## config.mk

```make
export PLATFORM = sky130hd
export DESIGN_NAME = peer_delay_iir_filter
export DESIGN_NICKNAME = d
export VERILOG_FILES = /design/src/sv/pdf_pkg.sv /design/src/sv/pdf_fifo.sv /design/src/sv/pdf_front.sv /design/src/sv/pdf_div.sv /design/src/sv/pdf_back.sv /design/src/sv/peer_delay_iir_filter.sv
export SDC_FILE = /design/constraint.sdc
export NUM_CORES = 2
export LEC_CHECK = 0
export ABC_AREA = 1
export CAP_MARGIN = 10
export CORE_ASPECT_RATIO = 1.75
export CORE_MARGIN = 3
export CORE_UTILIZATION = 35
export CTS_CLUSTER_DIAMETER = 30
export DETAILED_ROUTE_END_ITERATION = 8
export DONT_BUFFER_PORTS = 1
export RECOVER_POWER = 100
export REMOVE_ABC_BUFFERS = 1
export SLEW_MARGIN = 20
export SYNTH_ARGS = -nofsm -noshare
export SYNTH_HDL_FRONTEND = slang
export SYNTH_SLANG_ARGS = --single-unit
```

## constraint.sdc

```tcl
create_clock -name clk -period 15.9 [get_ports clk]
set_input_delay 0.795 -clock clk [delete_from_list [all_inputs] [get_ports clk]]
set_output_delay 0.795 -clock clk [all_outputs]
set_load 0.05 [all_outputs]
```

## src/sv/pdf_pkg.sv

```systemverilog
// ---------------------------------------------------------------------------
// Peer delay filter package
// Shared types, constants and seconds/nanoseconds helpers.
// ---------------------------------------------------------------------------
package pdf_pkg;

	localparam int SEC_W   = 32;
	localparam int WNS_W   = 34;
	localparam int NS_W    = 31;
	localparam int TSNS_W  = 30;
	localparam int STIFF_W = 5;
	localparam int STEP_W  = 31;
	localparam int DIV_W   = 32;
	localparam int FIFO_DEPTH = 2;

	localparam logic [STIFF_W-1:0] STIFF_RESET = 5'd6;
	localparam logic [STIFF_W-1:0] STIFF_MAX   = 5'd30;

	localparam logic signed [WNS_W-1:0] NS_ONE = 34'sd1000000000;
	localparam logic signed [WNS_W-1:0] NS_TWO = 34'sd2000000000;

	// Pair with headroom on the nanoseconds for unnormalised sums.
	typedef struct packed {
		logic [SEC_W-1:0] sec;
		logic [WNS_W-1:0] ns;
	} pdf_wide_t;

	// Normalised pair as handed from front to back.
	typedef struct packed {
		logic [SEC_W-1:0] sec;
		logic [NS_W-1:0]  ns;
	} pdf_pair_t;

	typedef enum logic [1:0] {
		FS_IDLE,
		FS_RAW,
		FS_NORM,
		FS_PUSH
	} front_state_t;

	typedef enum logic [2:0] {
		ST_DIFF_A,
		ST_DIFF_B,
		ST_SUM,
		ST_CORR,
		ST_HALF
	} front_step_t;

	typedef enum logic [2:0] {
		BK_IDLE,
		BK_SEARCH,
		BK_STEP,
		BK_DIV,
		BK_WAIT,
		BK_SUM,
		BK_OUT
	} back_state_t;

	// Moves whole seconds across and makes both parts agree in sign.
	function automatic pdf_wide_t pair_norm(pdf_wide_t t);
		logic signed [SEC_W-1:0] sec1;
		logic signed [WNS_W-1:0] ns1;
		pdf_wide_t r;
		sec1 = $signed(t.sec);
		ns1  = $signed(t.ns);
		if (ns1 >= NS_TWO) begin
			sec1 = sec1 + 32'sd2;
			ns1  = ns1 - NS_TWO;
		end else if (ns1 >= NS_ONE) begin
			sec1 = sec1 + 32'sd1;
			ns1  = ns1 - NS_ONE;
		end else if (ns1 <= -NS_TWO) begin
			sec1 = sec1 - 32'sd2;
			ns1  = ns1 + NS_TWO;
		end else if (ns1 <= -NS_ONE) begin
			sec1 = sec1 - 32'sd1;
			ns1  = ns1 + NS_ONE;
		end
		if (sec1 > 32'sd0 && ns1 < 34'sd0) begin
			sec1 = sec1 - 32'sd1;
			ns1  = ns1 + NS_ONE;
		end else if (sec1 < 32'sd0 && ns1 > 34'sd0) begin
			sec1 = sec1 + 32'sd1;
			ns1  = ns1 - NS_ONE;
		end
		r.sec = sec1;
		r.ns  = ns1;
		return r;
	endfunction

	// Halves a pair with truncation towards zero, before normalisation.
	function automatic pdf_wide_t pair_half(pdf_wide_t a);
		logic signed [WNS_W-1:0] nsr;
		logic signed [SEC_W-1:0] sh;
		pdf_wide_t r;
		if (a.sec[0])
			nsr = $signed(a.ns) + (a.sec[SEC_W-1] ? -NS_ONE : NS_ONE);
		else
			nsr = $signed(a.ns);
		sh = ($signed(a.sec) >>> 1)
			+ $signed({{(SEC_W-1){1'b0}}, a.sec[SEC_W-1] & a.sec[0]});
		r.sec = sh;
		r.ns  = (nsr >>> 1) + $signed({{(WNS_W-1){1'b0}}, nsr[WNS_W-1] & nsr[0]});
		return r;
	endfunction

endpackage

```

## src/sv/pdf_fifo.sv

```systemverilog
// ---------------------------------------------------------------------------
// Peer delay filter hand-over queue
// Short queue of halved delays between the front and the back.
// ---------------------------------------------------------------------------
module pdf_fifo (
	input  logic              clk,
	input  logic              arst_n,
	input  logic              push,
	output logic              full,
	input  pdf_pkg::pdf_pair_t wdata,
	input  logic              pop,
	output logic              empty,
	output pdf_pkg::pdf_pair_t rdata
);

	localparam int PTR_W = $clog2(pdf_pkg::FIFO_DEPTH);

	pdf_pkg::pdf_pair_t mem_q [pdf_pkg::FIFO_DEPTH];
	logic [PTR_W-1:0] wr_ptr_q, rd_ptr_q;
	logic [PTR_W:0]   count_q;
	logic             do_push, do_pop;

	assign full    = (count_q == (PTR_W+1)'(pdf_pkg::FIFO_DEPTH));
	assign empty   = (count_q == '0);
	assign do_push = push && !full;
	assign do_pop  = pop && !empty;
	assign rdata   = mem_q[rd_ptr_q];

	always_ff @(posedge clk) begin
		if (do_push)
			mem_q[wr_ptr_q] <= wdata;
	end

	always_ff @(posedge clk or negedge arst_n) begin
		if (!arst_n) begin
			wr_ptr_q <= '0;
			rd_ptr_q <= '0;
			count_q  <= '0;
		end else begin
			if (do_push)
				wr_ptr_q <= (wr_ptr_q == PTR_W'(pdf_pkg::FIFO_DEPTH - 1)) ? '0 : wr_ptr_q + 1'b1;
			if (do_pop)
				rd_ptr_q <= (rd_ptr_q == PTR_W'(pdf_pkg::FIFO_DEPTH - 1)) ? '0 : rd_ptr_q + 1'b1;
			if (do_push && !do_pop)
				count_q <= count_q + 1'b1;
			else if (do_pop && !do_push)
				count_q <= count_q - 1'b1;
		end
	end

endmodule

```

## src/sv/pdf_front.sv

```systemverilog
// ---------------------------------------------------------------------------
// Peer delay filter front end
// Takes exchanges, drops held ones and forms the halved delay pair.
// ---------------------------------------------------------------------------
module pdf_front (
	input  logic                clk,
	input  logic                arst_n,
	input  logic                push,
	output logic                full,
	input  logic                two_step,
	input  logic                leap_hold,
	input  logic [31:0]         req_send_sec,
	input  logic [29:0]         req_send_ns,
	input  logic [31:0]         req_recv_sec,
	input  logic [29:0]         req_recv_ns,
	input  logic [31:0]         resp_send_sec,
	input  logic [29:0]         resp_send_ns,
	input  logic [31:0]         resp_recv_sec,
	input  logic [29:0]         resp_recv_ns,
	input  logic [31:0]         corr_sec,
	input  logic [30:0]         corr_ns,
	output logic                q_push,
	input  logic                q_full,
	output pdf_pkg::pdf_pair_t  q_data
);

	pdf_pkg::front_state_t state_q, state_d;
	pdf_pkg::front_step_t  step_q;
	logic                  two_q;
	pdf_pkg::pdf_wide_t    t1_q, t2_q, t3_q, t4_q, corr_q;
	pdf_pkg::pdf_wide_t    acc_q, oth_q, raw_q, raw_d, nrm;
	logic                  accept;

	assign accept = push && !full;

	// The raw operation of the current step, normalised in the next cycle.
	always_comb begin
		case (step_q)
			pdf_pkg::ST_DIFF_A: begin
				raw_d.sec = t4_q.sec - (two_q ? t3_q.sec : t1_q.sec);
				raw_d.ns  = t4_q.ns - (two_q ? t3_q.ns : t1_q.ns);
			end
			pdf_pkg::ST_DIFF_B: begin
				raw_d.sec = t2_q.sec - t1_q.sec;
				raw_d.ns  = t2_q.ns - t1_q.ns;
			end
			pdf_pkg::ST_SUM: begin
				raw_d.sec = acc_q.sec + oth_q.sec;
				raw_d.ns  = acc_q.ns + oth_q.ns;
			end
			pdf_pkg::ST_CORR: begin
				raw_d.sec = acc_q.sec - corr_q.sec;
				raw_d.ns  = acc_q.ns - corr_q.ns;
			end
			pdf_pkg::ST_HALF: raw_d = pdf_pkg::pair_half(acc_q);
			default:          raw_d = acc_q;
		endcase
	end

	assign nrm = pdf_pkg::pair_norm(raw_q);

	always_comb begin
		state_d = state_q;
		case (state_q)
			pdf_pkg::FS_IDLE: if (accept && !leap_hold) state_d = pdf_pkg::FS_RAW;
			pdf_pkg::FS_RAW:  state_d = pdf_pkg::FS_NORM;
			pdf_pkg::FS_NORM: state_d = (step_q == pdf_pkg::ST_HALF) ? pdf_pkg::FS_PUSH
				: pdf_pkg::FS_RAW;
			pdf_pkg::FS_PUSH: if (!q_full) state_d = pdf_pkg::FS_IDLE;
			default:          state_d = pdf_pkg::FS_IDLE;
		endcase
	end

	always_comb begin
		full       = (state_q != pdf_pkg::FS_IDLE);
		q_push     = (state_q == pdf_pkg::FS_PUSH);
		q_data.sec = acc_q.sec;
		q_data.ns  = acc_q.ns[pdf_pkg::NS_W-1:0];
	end

	always_ff @(posedge clk or negedge arst_n) begin
		if (!arst_n) begin
			state_q <= pdf_pkg::FS_IDLE;
			step_q  <= pdf_pkg::ST_DIFF_A;
		end else begin
			state_q <= state_d;
			if (state_q == pdf_pkg::FS_IDLE) begin
				step_q <= pdf_pkg::ST_DIFF_A;
			end else if (state_q == pdf_pkg::FS_NORM) begin
				case (step_q)
					pdf_pkg::ST_DIFF_A: step_q <= two_q ? pdf_pkg::ST_DIFF_B : pdf_pkg::ST_CORR;
					pdf_pkg::ST_DIFF_B: step_q <= pdf_pkg::ST_SUM;
					pdf_pkg::ST_SUM:    step_q <= pdf_pkg::ST_CORR;
					pdf_pkg::ST_CORR:   step_q <= pdf_pkg::ST_HALF;
					default:            step_q <= step_q;
				endcase
			end
		end
	end

	always_ff @(posedge clk) begin
		if (state_q == pdf_pkg::FS_IDLE && accept) begin
			two_q      <= two_step;
			t1_q.sec   <= req_send_sec;
			t1_q.ns    <= {4'd0, req_send_ns};
			t2_q.sec   <= req_recv_sec;
			t2_q.ns    <= {4'd0, req_recv_ns};
			t3_q.sec   <= resp_send_sec;
			t3_q.ns    <= {4'd0, resp_send_ns};
			t4_q.sec   <= resp_recv_sec;
			t4_q.ns    <= {4'd0, resp_recv_ns};
			corr_q.sec <= corr_sec;
			corr_q.ns  <= {{3{corr_ns[30]}}, corr_ns};
		end
		if (state_q == pdf_pkg::FS_RAW)
			raw_q <= raw_d;
		if (state_q == pdf_pkg::FS_NORM) begin
			if (step_q == pdf_pkg::ST_DIFF_B)
				oth_q <= nrm;
			else
				acc_q <= nrm;
		end
	end

endmodule

```

## src/sv/pdf_div.sv

```systemverilog
// ---------------------------------------------------------------------------
// Peer delay filter divider
// Two restoring division lanes sharing one divisor, one bit per cycle.
// ---------------------------------------------------------------------------
module pdf_div (
	input  logic        clk,
	input  logic        arst_n,
	input  logic        start,
	input  logic [30:0] divisor,
	input  logic [31:0] dvd0,
	input  logic [31:0] dvd1,
	output logic [31:0] quo0,
	output logic [31:0] quo1,
	output logic [31:0] rem0,
	output logic        done
);

	localparam int CNT_W = $clog2(pdf_pkg::DIV_W + 1);

	logic [CNT_W-1:0] cnt_q;
	logic [31:0]      dv_q;
	logic [31:0]      a0_q, a1_q, r0_q, r1_q;
	logic [31:0]      tr0, tr1;
	logic             ge0, ge1;
	logic             done_q;

	assign tr0 = {r0_q[30:0], a0_q[31]};
	assign tr1 = {r1_q[30:0], a1_q[31]};
	assign ge0 = (tr0 >= dv_q);
	assign ge1 = (tr1 >= dv_q);

	assign quo0 = a0_q;
	assign quo1 = a1_q;
	assign rem0 = r0_q;
	assign done = done_q;

	always_ff @(posedge clk or negedge arst_n) begin
		if (!arst_n) begin
			cnt_q  <= '0;
			done_q <= 1'b0;
		end else begin
			done_q <= (cnt_q == CNT_W'(1));
			if (start)
				cnt_q <= CNT_W'(pdf_pkg::DIV_W);
			else if (cnt_q != '0)
				cnt_q <= cnt_q - 1'b1;
		end
	end

	always_ff @(posedge clk) begin
		if (start) begin
			dv_q <= {1'b0, divisor};
			a0_q <= dvd0;
			a1_q <= dvd1;
			r0_q <= '0;
			r1_q <= '0;
		end else if (cnt_q != '0) begin
			r0_q <= ge0 ? tr0 - dv_q : tr0;
			r1_q <= ge1 ? tr1 - dv_q : tr1;
			a0_q <= {a0_q[30:0], ge0};
			a1_q <= {a1_q[30:0], ge1};
		end
	end

endmodule

```

## src/sv/pdf_back.sv

```systemverilog
// ---------------------------------------------------------------------------
// Peer delay filter back end
// Runs the adaptive smoothing filter, or clears it on a delay of a second or more, and holds the result for the reader.
// ---------------------------------------------------------------------------
module pdf_back (
	input  logic                       clk,
	input  logic                       arst_n,
	input  logic [pdf_pkg::STIFF_W-1:0] stiffness,
	input  logic                       q_empty,
	output logic                       q_pop,
	input  pdf_pkg::pdf_pair_t         q_data,
	output logic                       empty,
	input  logic                       pop,
	output logic [31:0]                delay_sec,
	output logic [30:0]                delay_ns,
	output logic                       filter_cleared
);

	pdf_pkg::back_state_t state_q, state_d;
	pdf_pkg::pdf_pair_t   d_q;
	logic                 clear_q;
	logic [4:0]           s_q;
	logic [30:0]          step_q, lim;
	logic signed [31:0]   y_q, prev_q, ynew_q;
	logic signed [31:0]   n_sum, dns_ext;
	logic [31:0]          mag_y, mag_n, quo0, quo1, rem0, m1;
	logic signed [33:0]   term1, term2, sum;
	logic                 div_start, div_done, shrink, res_load;
	logic                 res_valid_q;
	logic [31:0]          res_sec_q;
	logic [30:0]          res_ns_q;
	logic                 res_clr_q;

	assign mag_y   = y_q[31] ? (~y_q + 32'd1) : y_q;
	assign dns_ext = {d_q.ns[30], d_q.ns};
	// Both halves truncate towards zero before they are added.
	assign n_sum   = (($signed(dns_ext) >>> 1) + $signed({31'd0, dns_ext[31] & dns_ext[0]}))
		+ ((prev_q >>> 1) + $signed({31'd0, prev_q[31] & prev_q[0]}));
	assign mag_n   = n_sum[31] ? (~n_sum + 32'd1) : n_sum;
	assign shrink  = (s_q != 5'd0) && ((mag_y >> (5'd31 - s_q)) != 32'd0);
	assign lim     = 31'd1 << s_q;

	// Truncated (a-1)*y/a is |y| less the rounded-up quotient, with y's sign.
	assign m1    = mag_y - quo0 - {31'd0, rem0 != 32'd0};
	assign term1 = y_q[31] ? -$signed({2'b00, m1}) : $signed({2'b00, m1});
	assign term2 = n_sum[31] ? -$signed({2'b00, quo1}) : $signed({2'b00, quo1});
	assign sum   = term1 + term2;

	pdf_div u_div (
		.clk     (clk),
		.arst_n  (arst_n),
		.start   (div_start),
		.divisor (step_q),
		.dvd0    (mag_y),
		.dvd1    (mag_n),
		.quo0    (quo0),
		.quo1    (quo1),
		.rem0    (rem0),
		.done    (div_done)
	);

	always_comb begin
		state_d = state_q;
		case (state_q)
			pdf_pkg::BK_IDLE: begin
				if (!q_empty)
					state_d = (q_data.sec != 32'd0) ? pdf_pkg::BK_OUT : pdf_pkg::BK_SEARCH;
			end
			pdf_pkg::BK_SEARCH: if (!shrink) state_d = pdf_pkg::BK_STEP;
			pdf_pkg::BK_STEP:   state_d = pdf_pkg::BK_DIV;
			pdf_pkg::BK_DIV:    state_d = pdf_pkg::BK_WAIT;
			pdf_pkg::BK_WAIT:   if (div_done) state_d = pdf_pkg::BK_SUM;
			pdf_pkg::BK_SUM:    state_d = pdf_pkg::BK_OUT;
			pdf_pkg::BK_OUT:    if (!res_valid_q) state_d = pdf_pkg::BK_IDLE;
			default:            state_d = pdf_pkg::BK_IDLE;
		endcase
	end

	always_comb begin
		q_pop     = (state_q == pdf_pkg::BK_IDLE) && !q_empty;
		div_start = (state_q == pdf_pkg::BK_DIV);
		res_load  = (state_q == pdf_pkg::BK_OUT) && !res_valid_q;
	end

	assign empty          = !res_valid_q;
	assign delay_sec      = res_sec_q;
	assign delay_ns       = res_ns_q;
	assign filter_cleared = res_clr_q;

	always_ff @(posedge clk or negedge arst_n) begin
		if (!arst_n) begin
			state_q     <= pdf_pkg::BK_IDLE;
			step_q      <= '0;
			y_q         <= '0;
			prev_q      <= '0;
			res_valid_q <= 1'b0;
		end else begin
			state_q <= state_d;
			if (state_q == pdf_pkg::BK_STEP) begin
				if (step_q == 31'd0)
					step_q <= 31'd1;
				else if (step_q < lim)
					step_q <= step_q + 31'd1;
				else if (step_q > lim)
					step_q <= lim;
			end
			if (res_load) begin
				if (clear_q) begin
					step_q <= '0;
					prev_q <= '0;
				end else begin
					y_q    <= ynew_q;
					prev_q <= dns_ext;
				end
			end
			if (res_load)
				res_valid_q <= 1'b1;
			else if (pop)
				res_valid_q <= 1'b0;
		end
	end

	always_ff @(posedge clk) begin
		if (q_pop) begin
			d_q     <= q_data;
			clear_q <= (q_data.sec != 32'd0);
			s_q     <= (stiffness > pdf_pkg::STIFF_MAX) ? pdf_pkg::STIFF_MAX : stiffness;
		end else if (state_q == pdf_pkg::BK_SEARCH && shrink) begin
			s_q <= s_q - 5'd1;
		end
		if (state_q == pdf_pkg::BK_SUM)
			ynew_q <= sum[31:0];
		if (res_load) begin
			res_clr_q <= clear_q;
			res_sec_q <= clear_q ? d_q.sec : 32'd0;
			res_ns_q  <= clear_q ? d_q.ns : ynew_q[30:0];
		end
	end

endmodule

```

## src/sv/peer_delay_iir_filter.sv

```systemverilog
// ---------------------------------------------------------------------------
// Peer delay IIR filter
// Peer delay from one exchange, smoothed by an adaptive recursive filter.
// ---------------------------------------------------------------------------
// Each request is one peer-delay exchange. The front end works the delay
// arithmetic of a two-step exchange in five pair operations, or of a one-step
// exchange in three, each a raw step followed by a normalising step.
// It then hands the halved delay to a two-entry queue, so a new exchange can
// be taken while the back end is still filtering. The back end first lowers
// the stiffness step by step while the overflow guard demands it, then runs
// the bit-serial divider on two lanes at once and sums the terms. A delay of
// a second or more skips the filter. Held exchanges are taken at once and
// give no result.
// The stiffness register may be written at any time the block is idle.
module peer_delay_iir_filter (
	input  logic        clk,
	input  logic        arst_n,
	input  logic        cfg_valid,
	output logic        cfg_ready,
	input  logic [4:0]  cfg_data,
	input  logic        push,
	output logic        full,
	input  logic        two_step,
	input  logic        leap_hold,
	input  logic [31:0] req_send_sec,
	input  logic [29:0] req_send_ns,
	input  logic [31:0] req_recv_sec,
	input  logic [29:0] req_recv_ns,
	input  logic [31:0] resp_send_sec,
	input  logic [29:0] resp_send_ns,
	input  logic [31:0] resp_recv_sec,
	input  logic [29:0] resp_recv_ns,
	input  logic [31:0] corr_sec,
	input  logic [30:0] corr_ns,
	output logic        empty,
	input  logic        pop,
	output logic [31:0] delay_sec,
	output logic [30:0] delay_ns,
	output logic        filter_cleared
);

	logic [pdf_pkg::STIFF_W-1:0] stiff_q;
	logic                        fq_push, fq_full, fq_pop, fq_empty;
	pdf_pkg::pdf_pair_t          fq_wdata, fq_rdata;

	assign cfg_ready = 1'b1;

	always_ff @(posedge clk or negedge arst_n) begin
		if (!arst_n)
			stiff_q <= pdf_pkg::STIFF_RESET;
		else if (cfg_valid && cfg_ready)
			stiff_q <= cfg_data;
	end

	pdf_front u_front (
		.clk           (clk),
		.arst_n        (arst_n),
		.push          (push),
		.full          (full),
		.two_step      (two_step),
		.leap_hold     (leap_hold),
		.req_send_sec  (req_send_sec),
		.req_send_ns   (req_send_ns),
		.req_recv_sec  (req_recv_sec),
		.req_recv_ns   (req_recv_ns),
		.resp_send_sec (resp_send_sec),
		.resp_send_ns  (resp_send_ns),
		.resp_recv_sec (resp_recv_sec),
		.resp_recv_ns  (resp_recv_ns),
		.corr_sec      (corr_sec),
		.corr_ns       (corr_ns),
		.q_push        (fq_push),
		.q_full        (fq_full),
		.q_data        (fq_wdata)
	);

	pdf_fifo u_fifo (
		.clk    (clk),
		.arst_n (arst_n),
		.push   (fq_push),
		.full   (fq_full),
		.wdata  (fq_wdata),
		.pop    (fq_pop),
		.empty  (fq_empty),
		.rdata  (fq_rdata)
	);

	pdf_back u_back (
		.clk            (clk),
		.arst_n         (arst_n),
		.stiffness      (stiff_q),
		.q_empty        (fq_empty),
		.q_pop          (fq_pop),
		.q_data         (fq_rdata),
		.empty          (empty),
		.pop            (pop),
		.delay_sec      (delay_sec),
		.delay_ns       (delay_ns),
		.filter_cleared (filter_cleared)
	);

	// A filtered result always has zero seconds.
	a_filtered_zero_sec: assert property (@(posedge clk) disable iff (!arst_n)
		(!empty && !filter_cleared) |-> (delay_sec == 32'd0))
		else $error("filtered result carries nonzero seconds");

	// An exchange that is worked on keeps the front busy in the next cycle.
	a_front_busy: assert property (@(posedge clk) disable iff (!arst_n)
		(push && !full && !leap_hold) |=> full)
		else $error("front end free right after taking an exchange");

	// A held exchange leaves the front free.
	a_hold_free: assert property (@(posedge clk) disable iff (!arst_n)
		(push && !full && leap_hold) |=> !full)
		else $error("held exchange occupied the front end");

endmodule
```

==> reports/results.txt <==
Sum Neg Setup Slack = 0 ns
Post-DP HPWL = 246,000 um
Static Leak = 41.4 nW
Critical path, cell by cell = ha_1 -> o21ai_0 -> inv_1 -> nand2_1 -> nand2_1 -> nand2_1 -> nand3_2 -> nand2_1 -> clkinvlp_2 -> nand2_1 -> nand3_1 -> nand3_1 -> nand3_1 -> nand2_1 -> nand2_1 -> nor2_1 -> nand2_1 -> nor2_1 -> nand2_1 -> nand2_1 -> nand2_1 -> xor2_1
CTS clk-pin slew, worst paths = 0.05 ns
IO buf count = 0
Most used DFF post-synth = edfxtp_1
Status = finished, violations left
Hold_sp = req_recv_sec[28]
Die W = 370 um
Post-Synth Simple-Gate Area = 0.279
Initial Util = 0.352
Synth Area in Adders = 0.0725
Final net count = 12,068
Routability congestion estimate = 1.01
Final Cell Area = 94,000 um^2
Post-DP Area = 84,100 um^2
Post-synth EDFFs = 896
Avg Inst Size Synth = 7.35 um^2
Hold Path Depth = 0
CP Launch Type = flip-flop
Yosys Warn Count = 0
Crit path kind = flip-flop to flip-flop
Longest Clk Path Bufs = 4
DRT Wirelength = 311,000 um
Top achievable clock speed = 0.0823 GHz
Hold worst-path end = u_front.t2_q[62]
Clk Latency, worst-skew pair = 0.91 ns
Worst hold path type = input port to flip-flop
Synth Area in XOR/XNOR = 0.0500
Max Clock Skew = 0.109 ns
Sequential share of the synthesized area = 0.385
Initial antenna violation count = 11
Pre-CTS setup slack = 6.74 ns
Power density over the cells = 197 nW/um^2
Slack of the critical path = 3.75 ns
First-pass GRT wire length = 460,000 um
Via Count = 76,996
Async SR Flop Fraction = 0.110
CP Launch Point = u_front.raw_q[10]
Wire length per cell = 21.4 um
PostCTS Resize Cnt = 0
# setup viols final = 0
Routed vias/inst = 5.30
Critical path arrival = 12.77 ns
Setup repair after global routing missed its margin = no
Vias in the first global route = 77,760
Synth Area in Compound Gates = 0.135
Minimum clock period = 12.15 ns
DRC = 0
Met2 Usage GRT = 0.482
Crit path top cell by count = nand2_1
All-Layer GR Usage = 0.254
Final period util = 0.764
Failing checks = capacitance limit, slew limit
Antenna-violating nets left = 0
R2R Setup Slk = 3.75 ns
Pre-antenna DRT Iters = 5
CTS tree = yes
Die ar. = 237,000 um^2
Clk sinks = 1,078
Rows = 233
GR peak layer = met2
# H-tree levels = 4
Largest net degree at the start of global routing = 154
WP data required = 16.51 ns
Top-level port count = 390
Crit Reg-Reg Startpoint = u_front.raw_q[10]
Final Slew Violations = 1,829
Reg2Reg Depth = 22
Cts hold-fix bufs = 265
Largest family of logic cells by synthesized area = simple AND/OR/NAND/NOR gates
Number of max-cap violations = 39
Final Hold Viols = 0
Max rail drop VDD = 0.000146 V
TritonCTS Buffers = 217
Post-CTS setup buffers = 0
Core Footprint = 230,000 um^2
Post-synthesis mux area share = 0.000278
Slew @ Worst Pin = 7.97 ns
Tot Pwr = 18.5 mW
Layout area overhead = 16.1%
Synth Register Bits = 1,078
Gr ovfl total = 0
Die height = 642 um
CP Capture Type = flip-flop
Slew margin rel. = -4.31
Synthesized cell area = 81,000 um^2
Clk root buf = clkbuf_16
Met1 usage = 0.242
Slowest-stage cell, CP = clkinvlp_2
Synth Instances = 11,021
Distinct cells, synth = 79
Max FO, Critical Path = 51
Met3 usage = 0.0353
Reg-to-Reg End = u_front.q_data[31]
Max incr delay on CP = 2.49 ns
Share of cells above drive strength 1 = 0.0563
Iteration-0 DRC Markers = 4,813
## placed cells by master, fill, tap and decap left out, drive strengths merged, types with 76 or more instances in the layout
| master | netlist | routed |
|---|---|---|
| nand3 | 608 | 608 |
| a21oi | 702 | 702 |
| dlygate4sd3 | 0 | 264 |
| ha | 447 | 447 |
| xor2 | 360 | 360 |
| dfrtp | 117 | 117 |
| clkinv | 13 | 76 |
| nor2 | 1054 | 1054 |
| nor3 | 155 | 155 |
| edfxtp | 896 | 896 |
| nor4 | 80 | 80 |
| nand4 | 170 | 170 |
| xnor2 | 102 | 102 |
| o21ai | 917 | 917 |
| clkbuf | 205 | 272 |
| nand2 | 3206 | 3206 |
| or2 | 87 | 87 |
| inv | 1305 | 1362 |
## final cells by class
cell class / count / area (um^2)
tap: 3055 / 3820
antenna: 5 / 12.5
sequential: 1078 / 31100
inverter: 1318 / 4970
clock buffer: 239 / 5620
timing repair buffer: 336 / 3060
fill: 24038 / 136000
multi-input combinational: 8333 / 43600
clock inverter: 162 / 1830
## stage by stage
step,utilization,cells,hold slack [ns]
6_report,0.408,14526,0.0722
5_1_grt,0.408,14523,0.0284
4_1_cts,0.409,14521,0.000579
3_5_place_dp,0.365,13855,0.468
3_3_place_gp,0.365,13855,0.460
2_1_floorplan,-,10729,0.431
## kinds of logic (layout without fill, tap and decap cells)
family | Yosys count | after routing
adder cells (fa/ha/maj) | 461 | 461
AND/OR/NAND/NOR | 5421 | 5421
multiplexers | 2 | 2
XOR/XNOR | 462 | 462
other | 1 | 6
AO/OA/AOI/OAI | 1986 | 1986
buffers and inverters | 1610 | 2055
flip-flops | 1078 | 1078
## synthesized netlist by cell type, types with 54 or more instances
library cell / n / share of area
nand4_1: 169 / 0.013
edfxtp_1: 896 / 0.33
dfrtp_1: 117 / 0.036
a31oi_1: 54 / 0.0042
or2_2: 86 / 0.0066
dfxtp_1: 63 / 0.016
nor4_1: 80 / 0.0062
clkbuf_1: 205 / 0.0095
xor2_1: 360 / 0.039
nor2_1: 1031 / 0.048
o21ai_1: 63 / 0.0039
nand3_1: 602 / 0.037
nor3_1: 150 / 0.0093
inv_1: 1250 / 0.058
ha_1: 447 / 0.069
a21oi_1: 697 / 0.043
xnor2_1: 102 / 0.011
nand2_1: 3178 / 0.15
o21ai_0: 851 / 0.053
## routing by layer
metal,up-vias,wire [um]
met5,-,22
met4,4,29100
li1,37487,-
met3,1126,14200
met1,35815,105000
met2,2564,162000
## critical path: cells and delay by family (launching register included)
kind | cells | cell delay [ns]
compound gates | 1 | 0.56
buf+inv | 2 | 2.58
xor+xnor | 1 | 0.53
simple gates | 17 | 7.28
flops | 1 | 0.57
fa+ha+maj | 1 | 0.32
## sequential cells by signal, indices dropped and copies added, names as in the netlist, 6 cells and up
register,count
u_fifo.mem_q,126
u_front.oth_q,66
u_front.raw_q,66
u_back.d_q,63
u_front.corr_q,63
u_front.q_data,63
u_front.t1_q,62
u_front.t2_q,62
u_front.t3_q,62
u_front.t4_q,62
u_back.delay_sec,32
u_back.u_div.quo0,32
u_back.u_div.quo1,32
u_back.u_div.rem0,32
u_back.y_q,32
u_back.ynew_q,32
u_back.delay_ns,31
u_back.prev_q,31
u_back.step_q,31
u_back.u_div.dv_q,31
u_back.u_div.r1_q,31
u_back.u_div.cnt_q,6
## power breakdown
part | internal (mW) | total, mW | switching, mW
Clock | 2.90 | 4.62 | 1.73
Combinational | 2.92 | 9.08 | 6.16
Sequential | 4.08 | 4.80 | 0.721
Total | 9.89 | 18.5 | 8.61
## worst max-delay path by stage
| stage | depth (start not counted) | slack, ns | end |
|---|---|---|---|
| 3_3_place_gp | 52 | 6.77 | u_back.ynew_q[30] |
| 2_1_floorplan | 2 | 1.11 | u_front.corr_q[0] |
| 6_report | 22 | 3.75 | u_front.q_data[31] |
| 4_1_cts | 49 | 6.67 | u_back.ynew_q[30] |
| 5_1_grt | 22 | 3.31 | u_front.oth_q[34] |
| 3_5_place_dp | 49 | 6.74 | u_back.ynew_q[30] |
Power figures use the tool's default switching activity.
